`src/rtl/vau_pkg.sv`:
```
package vau_pkg;

    // Q16.16 word and pipeline depths.
    localparam int QW          = 32;
    localparam int SQRT_STAGES = 32;   // one result bit of the square root per stage
    localparam int DIV_STAGES  = 17;   // normalized components need 17 quotient bits
    localparam int SIDE_DEPTH  = SQRT_STAGES + DIV_STAGES;

    // Action codes; code 7 has no meaning and returns zeros.
    localparam logic [2:0] ACT_ADD   = 3'd0;
    localparam logic [2:0] ACT_SUB   = 3'd1;
    localparam logic [2:0] ACT_SCALE = 3'd2;
    localparam logic [2:0] ACT_DOT   = 3'd3;
    localparam logic [2:0] ACT_CROSS = 3'd4;
    localparam logic [2:0] ACT_NORM  = 3'd5;
    localparam logic [2:0] ACT_LEN   = 3'd6;

    typedef struct packed {
        logic signed [QW-1:0] val;
        logic                 ov;
    } t_sat;

    // Results computed before the square root, carried alongside it.
    typedef struct packed {
        logic [2:0]           act;
        logic signed [QW-1:0] vx;
        logic signed [QW-1:0] vy;
        logic signed [QW-1:0] vz;
        logic signed [QW-1:0] sc;
        logic                 ov;
        logic signed [QW-1:0] ax;
        logic signed [QW-1:0] ay;
        logic signed [QW-1:0] az;
    } t_side;

    // Clamp a wide signed value to the Q16.16 range.
    function automatic t_sat sat_q(input logic signed [65:0] v);
        t_sat s;
        if (v > 66'sd2147483647) begin
            s.val = 32'sh7FFF_FFFF;
            s.ov  = 1'b1;
        end else if (v < -66'sd2147483648) begin
            s.val = 32'sh8000_0000;
            s.ov  = 1'b1;
        end else begin
            s.val = v[QW-1:0];
            s.ov  = 1'b0;
        end
        return s;
    endfunction

    // Round an exact Q32.32 value to Q16.16, half toward plus infinity.
    function automatic logic signed [65:0] round_q(input logic signed [65:0] v);
        logic signed [65:0] t;
        t = v + 66'sd32768;
        return t >>> 16;
    endfunction

endpackage

```
`src/rtl/vau_div.sv`:
```
module vau_div (
    input  logic                           i_clk,
    input  logic                           i_en,
    input  logic signed [vau_pkg::QW-1:0]  i_num,
    input  logic [vau_pkg::QW-1:0]         i_den,
    output logic signed [vau_pkg::DIV_STAGES:0] o_q,
    output logic [vau_pkg::QW-1:0]         o_den
);

    localparam int QB = vau_pkg::DIV_STAGES;
    localparam int RW = vau_pkg::QW + 16;

    logic [RW-1:0]             r_rem [QB];
    logic [QB-1:0]             r_q   [QB];
    logic                      r_neg [QB];
    logic [vau_pkg::QW-1:0]    r_den [QB];
    logic [RW-1:0]             w_rem [QB];
    logic [QB-1:0]             w_q   [QB];
    logic                      w_neg [QB];
    logic [vau_pkg::QW-1:0]    w_den [QB];
    logic [vau_pkg::QW-1:0]    w_mag;

    // The dividend is |a| scaled by 2^16; the sign is restored at the end.
    assign w_mag = i_num[vau_pkg::QW-1] ? (~i_num + 1'b1) : i_num;

    for (genvar j = 0; j < QB; j++) begin : g_stage
        localparam int Sh = QB - 1 - j;
        logic [RW:0] w_dsh;

        if (j == 0) begin : g_first
            assign w_rem[j] = {w_mag, 16'd0};
            assign w_q[j]   = '0;
            assign w_neg[j] = i_num[vau_pkg::QW-1];
            assign w_den[j] = i_den;
        end else begin : g_next
            assign w_rem[j] = r_rem[j-1];
            assign w_q[j]   = r_q[j-1];
            assign w_neg[j] = r_neg[j-1];
            assign w_den[j] = r_den[j-1];
        end

        assign w_dsh = (RW+1)'(w_den[j]) << Sh;

        always_ff @(posedge i_clk) begin
            if (i_en) begin
                r_neg[j] <= w_neg[j];
                r_den[j] <= w_den[j];
                if ({1'b0, w_rem[j]} >= w_dsh) begin
                    r_rem[j]     <= w_rem[j] - w_dsh[RW-1:0];
                    r_q[j]       <= w_q[j] | (QB'(1) << Sh);
                end else begin
                    r_rem[j]     <= w_rem[j];
                    r_q[j]       <= w_q[j];
                end
            end
        end
    end

    assign o_q   = r_neg[QB-1] ? -$signed({1'b0, r_q[QB-1]}) : $signed({1'b0, r_q[QB-1]});
    assign o_den = r_den[QB-1];

endmodule

```
`config.mk`:
```
export PLATFORM = sky130hd
export DESIGN_NAME = vau_div
export DESIGN_NICKNAME = d
export VERILOG_FILES = /design/src/rtl/vau_pkg.sv /design/src/rtl/vau_div.sv
export SDC_FILE = /design/constraint.sdc
export NUM_CORES = 2
export LEC_CHECK = 0
export BUFFER_PORTS_ARGS = -buffer_cell sky130_fd_sc_hd__buf_4
export CORE_ASPECT_RATIO = 1.4
export CORE_MARGIN = 2
export CORE_UTILIZATION = 45
export CTS_CLUSTER_DIAMETER = 150
export DETAILED_ROUTE_END_ITERATION = 6
export GPL_ROUTABILITY_DRIVEN = 0
export GPL_TIMING_DRIVEN = 1
export SYNTH_ARGS = -nofsm -noshare
export SYNTH_HDL_FRONTEND = slang
export SYNTH_SLANG_ARGS = --single-unit
```
`constraint.sdc`:
```
create_clock -name i_clk -period 8.52 [get_ports i_clk]
set_input_delay 1.278 -clock i_clk [delete_from_list [all_inputs] [get_ports i_clk]]
set_output_delay 1.278 -clock i_clk [all_outputs]
set_load 0.1 [all_outputs]
```
==> results.sh <==
export IMPL_synth_top_area_share_pct=51.6
export IMPL_layout_drive_gt1_share_pct=6.76
export IMPL_power_density_nw_per_um2=334
export IMPL_hp_class="flop to flop"
export IMPL_rsz0062_at_grt="no"
export IMPL_syn_avg_cell_area_um2=10.7
export IMPL_setup_viol=0
export IMPL_dr_total_vias=54179
export IMPL_synth_top_cell_by_area="edfxtp_1"
export IMPL_yosysMostFrequentCell="edfxtp_1"
export IMPL_die_w_um=357
export IMPL_cp_required_ps=9050
export IMPL_cts_tree="yes"
export IMPL_ys_warn_count=0
export IMPL_antenna_found_initial=4
export IMPL_portBuffers=115
export IMPL_clock_sinks=1346
export IMPL_grt_max_degree=169
export IMPL_nets=8093
export IMPL_leakage_nw=34.3
export IMPL_worstMarginPinSlew_ps=1230
export IMPL_ys_top_cells_by_area="edfxtp_1 (52%), ha_1 (8.7%), xnor2_1 (3.8%), a21oi_1 (3.6%), o21ai_0 (3.5%)"
export IMPL_worstPathCellList="buf_4 -> or4_4 -> or3_1 -> or3_4 -> o41ai_1 -> xnor2_1 -> ha_1 -> nand4_1 -> nor4_1 -> a31o_2 -> o21bai_1 -> a211o_1 -> a31oi_4 -> mux2_2"
export IMPL_grt_pass1_wl_um=278000
export IMPL_fin_util_pct=49.8
export IMPL_grt_pass1_vias=56483
export IMPL_finalCritPeriodShare_pct=69.3
export IMPL_fmax_mhz=169
export IMPL_cts_repair_resized=0
export IMPL_synth_seq_cells=1346
export IMPL_slowest_stage="nor4_1"
export IMPL_hold_end="r_q[8][9]"
export IMPL_max_cap_violations=0
export IMPL_core_um2=173000
export IMPL_cts_buffers=142
export IMPL_relSlewSlack_pct=17.4
export IMPL_holdPathStages=0
export IMPL_rows=181
export IMPL_finalMaxSlewViolations=0
export IMPL_dieArea_um2=178000
export IMPL_hold_violations=0
export IMPL_final_setup_worst_slack_ps=2620
export IMPL_wire_per_inst_um=17.8
export IMPL_synth_cells=7357
export IMPL_wl_um=176000
export IMPL_pin_count=116
export IMPL_die_y_um=498
export IMPL_syn_to_final_growth_pct=10.2
export IMPL_dp_hpwl_um=136000
export IMPL_outcome="complete, but fails checks"
export IMPL_async_reset_ff_share_pct=0
export IMPL_clock_path_buffers=3
export IMPL_min_period_ps=5900
export IMPL_power_total_mw=28.8
export IMPL_grt_overflow=0
export IMPL_clkLatencyLatePin_ps=800
export IMPL_ys_seq_area_share_pct=51.6
export IMPL_critPathLaunchType="input pin"
export IMPL_fin_skew_ps=23.3
export IMPL_critPathArrivalTime_ps=6430
export IMPL_min_from="r_q[7][9]"
export IMPL_holdBufCountCts=0
export IMPL_drt_iter0_drc=2847
export IMPL_h_tree_depth=4
export IMPL_start_util_pct=45.2
export IMPL_detail_route_antenna_nets=0
export IMPL_violations="DRC"
export IMPL_setup_tns_ps=0
export IMPL_reg2reg_depth=13
export IMPL_firstDrtPassIters=7
export IMPL_postCtsSetupRepairBufs=0
export IMPL_avgViaCountPerCell=5.49
export IMPL_route_detailed_drc=1
export IMPL_yosysUniqueCellTypes=97
export IMPL_r2r_end="r_rem[4][19]"
export IMPL_final_cell_area_um2=86400
export IMPL_path_clk_slew_ps=60
export IMPL_synth_common_cells="edfxtp_1 (1346), nand2_1 (689), inv_1 (681)"
export IMPL_crit_path_max_incr_delay_ps=780
export IMPL_synth_net_count=7984
export IMPL_synth_ff_type="edfxtp_1"
export IMPL_ir_drop_uv=188
export IMPL_cts_root_buffer="clkbuf_16"
export IMPL_r2r_start="r_den[0][96]"
export IMPL_critPathKind="input pin to flop"
export IMPL_critPathMaxFanout=28
export IMPL_synth_edf_count=1346
export IMPL_grtUsageTotal_pct=19.7
export IMPL_placed_area_um2=81900
export IMPL_syn_cell_area_um2=78400
export IMPL_critPathCaptureType="flop"
export IMPL_pre_cts_slack_ps=1850
export IMPL_regToRegSetupSlack_ps=3320
## layout by cell type, fill, tap and decap left out, types with 70 or more instances in the layout
master | Yosys | final
a21o_1 | 303 | 303
o21ai_0 | 547 | 547
xor2_1 | 267 | 267
edfxtp_1 | 1346 | 1346
ha_1 | 545 | 545
mux2_2 | 71 | 71
clkbuf_16 | 0 | 142
nor2b_1 | 78 | 77
buf_4 | 2 | 162
nand3_1 | 123 | 123
nand2b_1 | 96 | 96
nor2_1 | 414 | 410
nand4_1 | 93 | 93
nand2_1 | 689 | 689
o21a_1 | 70 | 70
nor3_1 | 109 | 109
inv_1 | 681 | 681
a21oi_1 | 561 | 559
xnor2_1 | 336 | 336
## kinds of logic after synthesis
family / count (synthesis) / share of synthesized area (%)
AO/OA/AOI/OAI: 1971 / 15.5
AND/OR/NAND/NOR: 1910 / 11.7
flip-flops: 1346 / 51.6
buffers and inverters: 887 / 4.30
XOR/XNOR: 603 / 6.74
adder cells (fa/ha/maj): 561 / 9.11
multiplexers: 79 / 1.13
## layout make-up
class,instances,area (um^2)
tap,2287,2860
clock inverter,83,831
antenna,1,2.50
fill,15369,87100
clock buffer,173,3670
sequential,1346,40400
timing repair buffer,167,1320
inverter,685,2570
multi-input combinational,5124,34700
## routing by layer
layer / GRT usage (%) / wire [um]
met3: 2.47 / 4780
met4: 13.9 / 12900
met2: 42.0 / 104000
met1: 15.4 / 53900
met5: 0 / 0
## how the worst max path moves through the flow
stage,cells after the start,endpoint,start
5_1_grt,16,r_rem[0][31],i_num[6]
6_report,14,r_rem[0][47],i_num[6]
2_1_floorplan,18,r_rem[0][24],i_num[6]
3_5_place_dp,14,r_rem[0][47],i_num[6]
4_1_cts,14,r_rem[0][47],i_num[6]
3_3_place_gp,14,r_rem[0][46],i_num[6]
## per-stage QoR
step	std cells	hold slack, ps
after floorplan	7357	400
after global routing	9866	402
after detailed placement	9609	405
after global placement	9609	401
after CTS	9865	395
final	9866	399
## critical path: cells and delay by family
| family | cells | cell delay, ps |
|---|---|---|
| muxes | 1 | 420 |
| and+or+nand+nor | 5 | 2250 |
| AOI/OAI and AO/OA | 5 | 1790 |
| xor gates and xnor gates | 1 | 160 |
| adders and majority gates | 1 | 410 |
| buffers and inverters | 1 | 120 |
## state kept, by name (all words and copies together), names as in the netlist
name   count
r_neg     17
r_rem    632
r_q      153
r_den    544
## power by group
group          leakage (nW)  internal, mW  switching (mW)
combinational          19.1          5.15            7.13
clock                  2.18          3.40            2.57
sequential             13.0          9.65           0.907
total                  34.3          18.2            10.6
(Power assumes the default switching activity.)
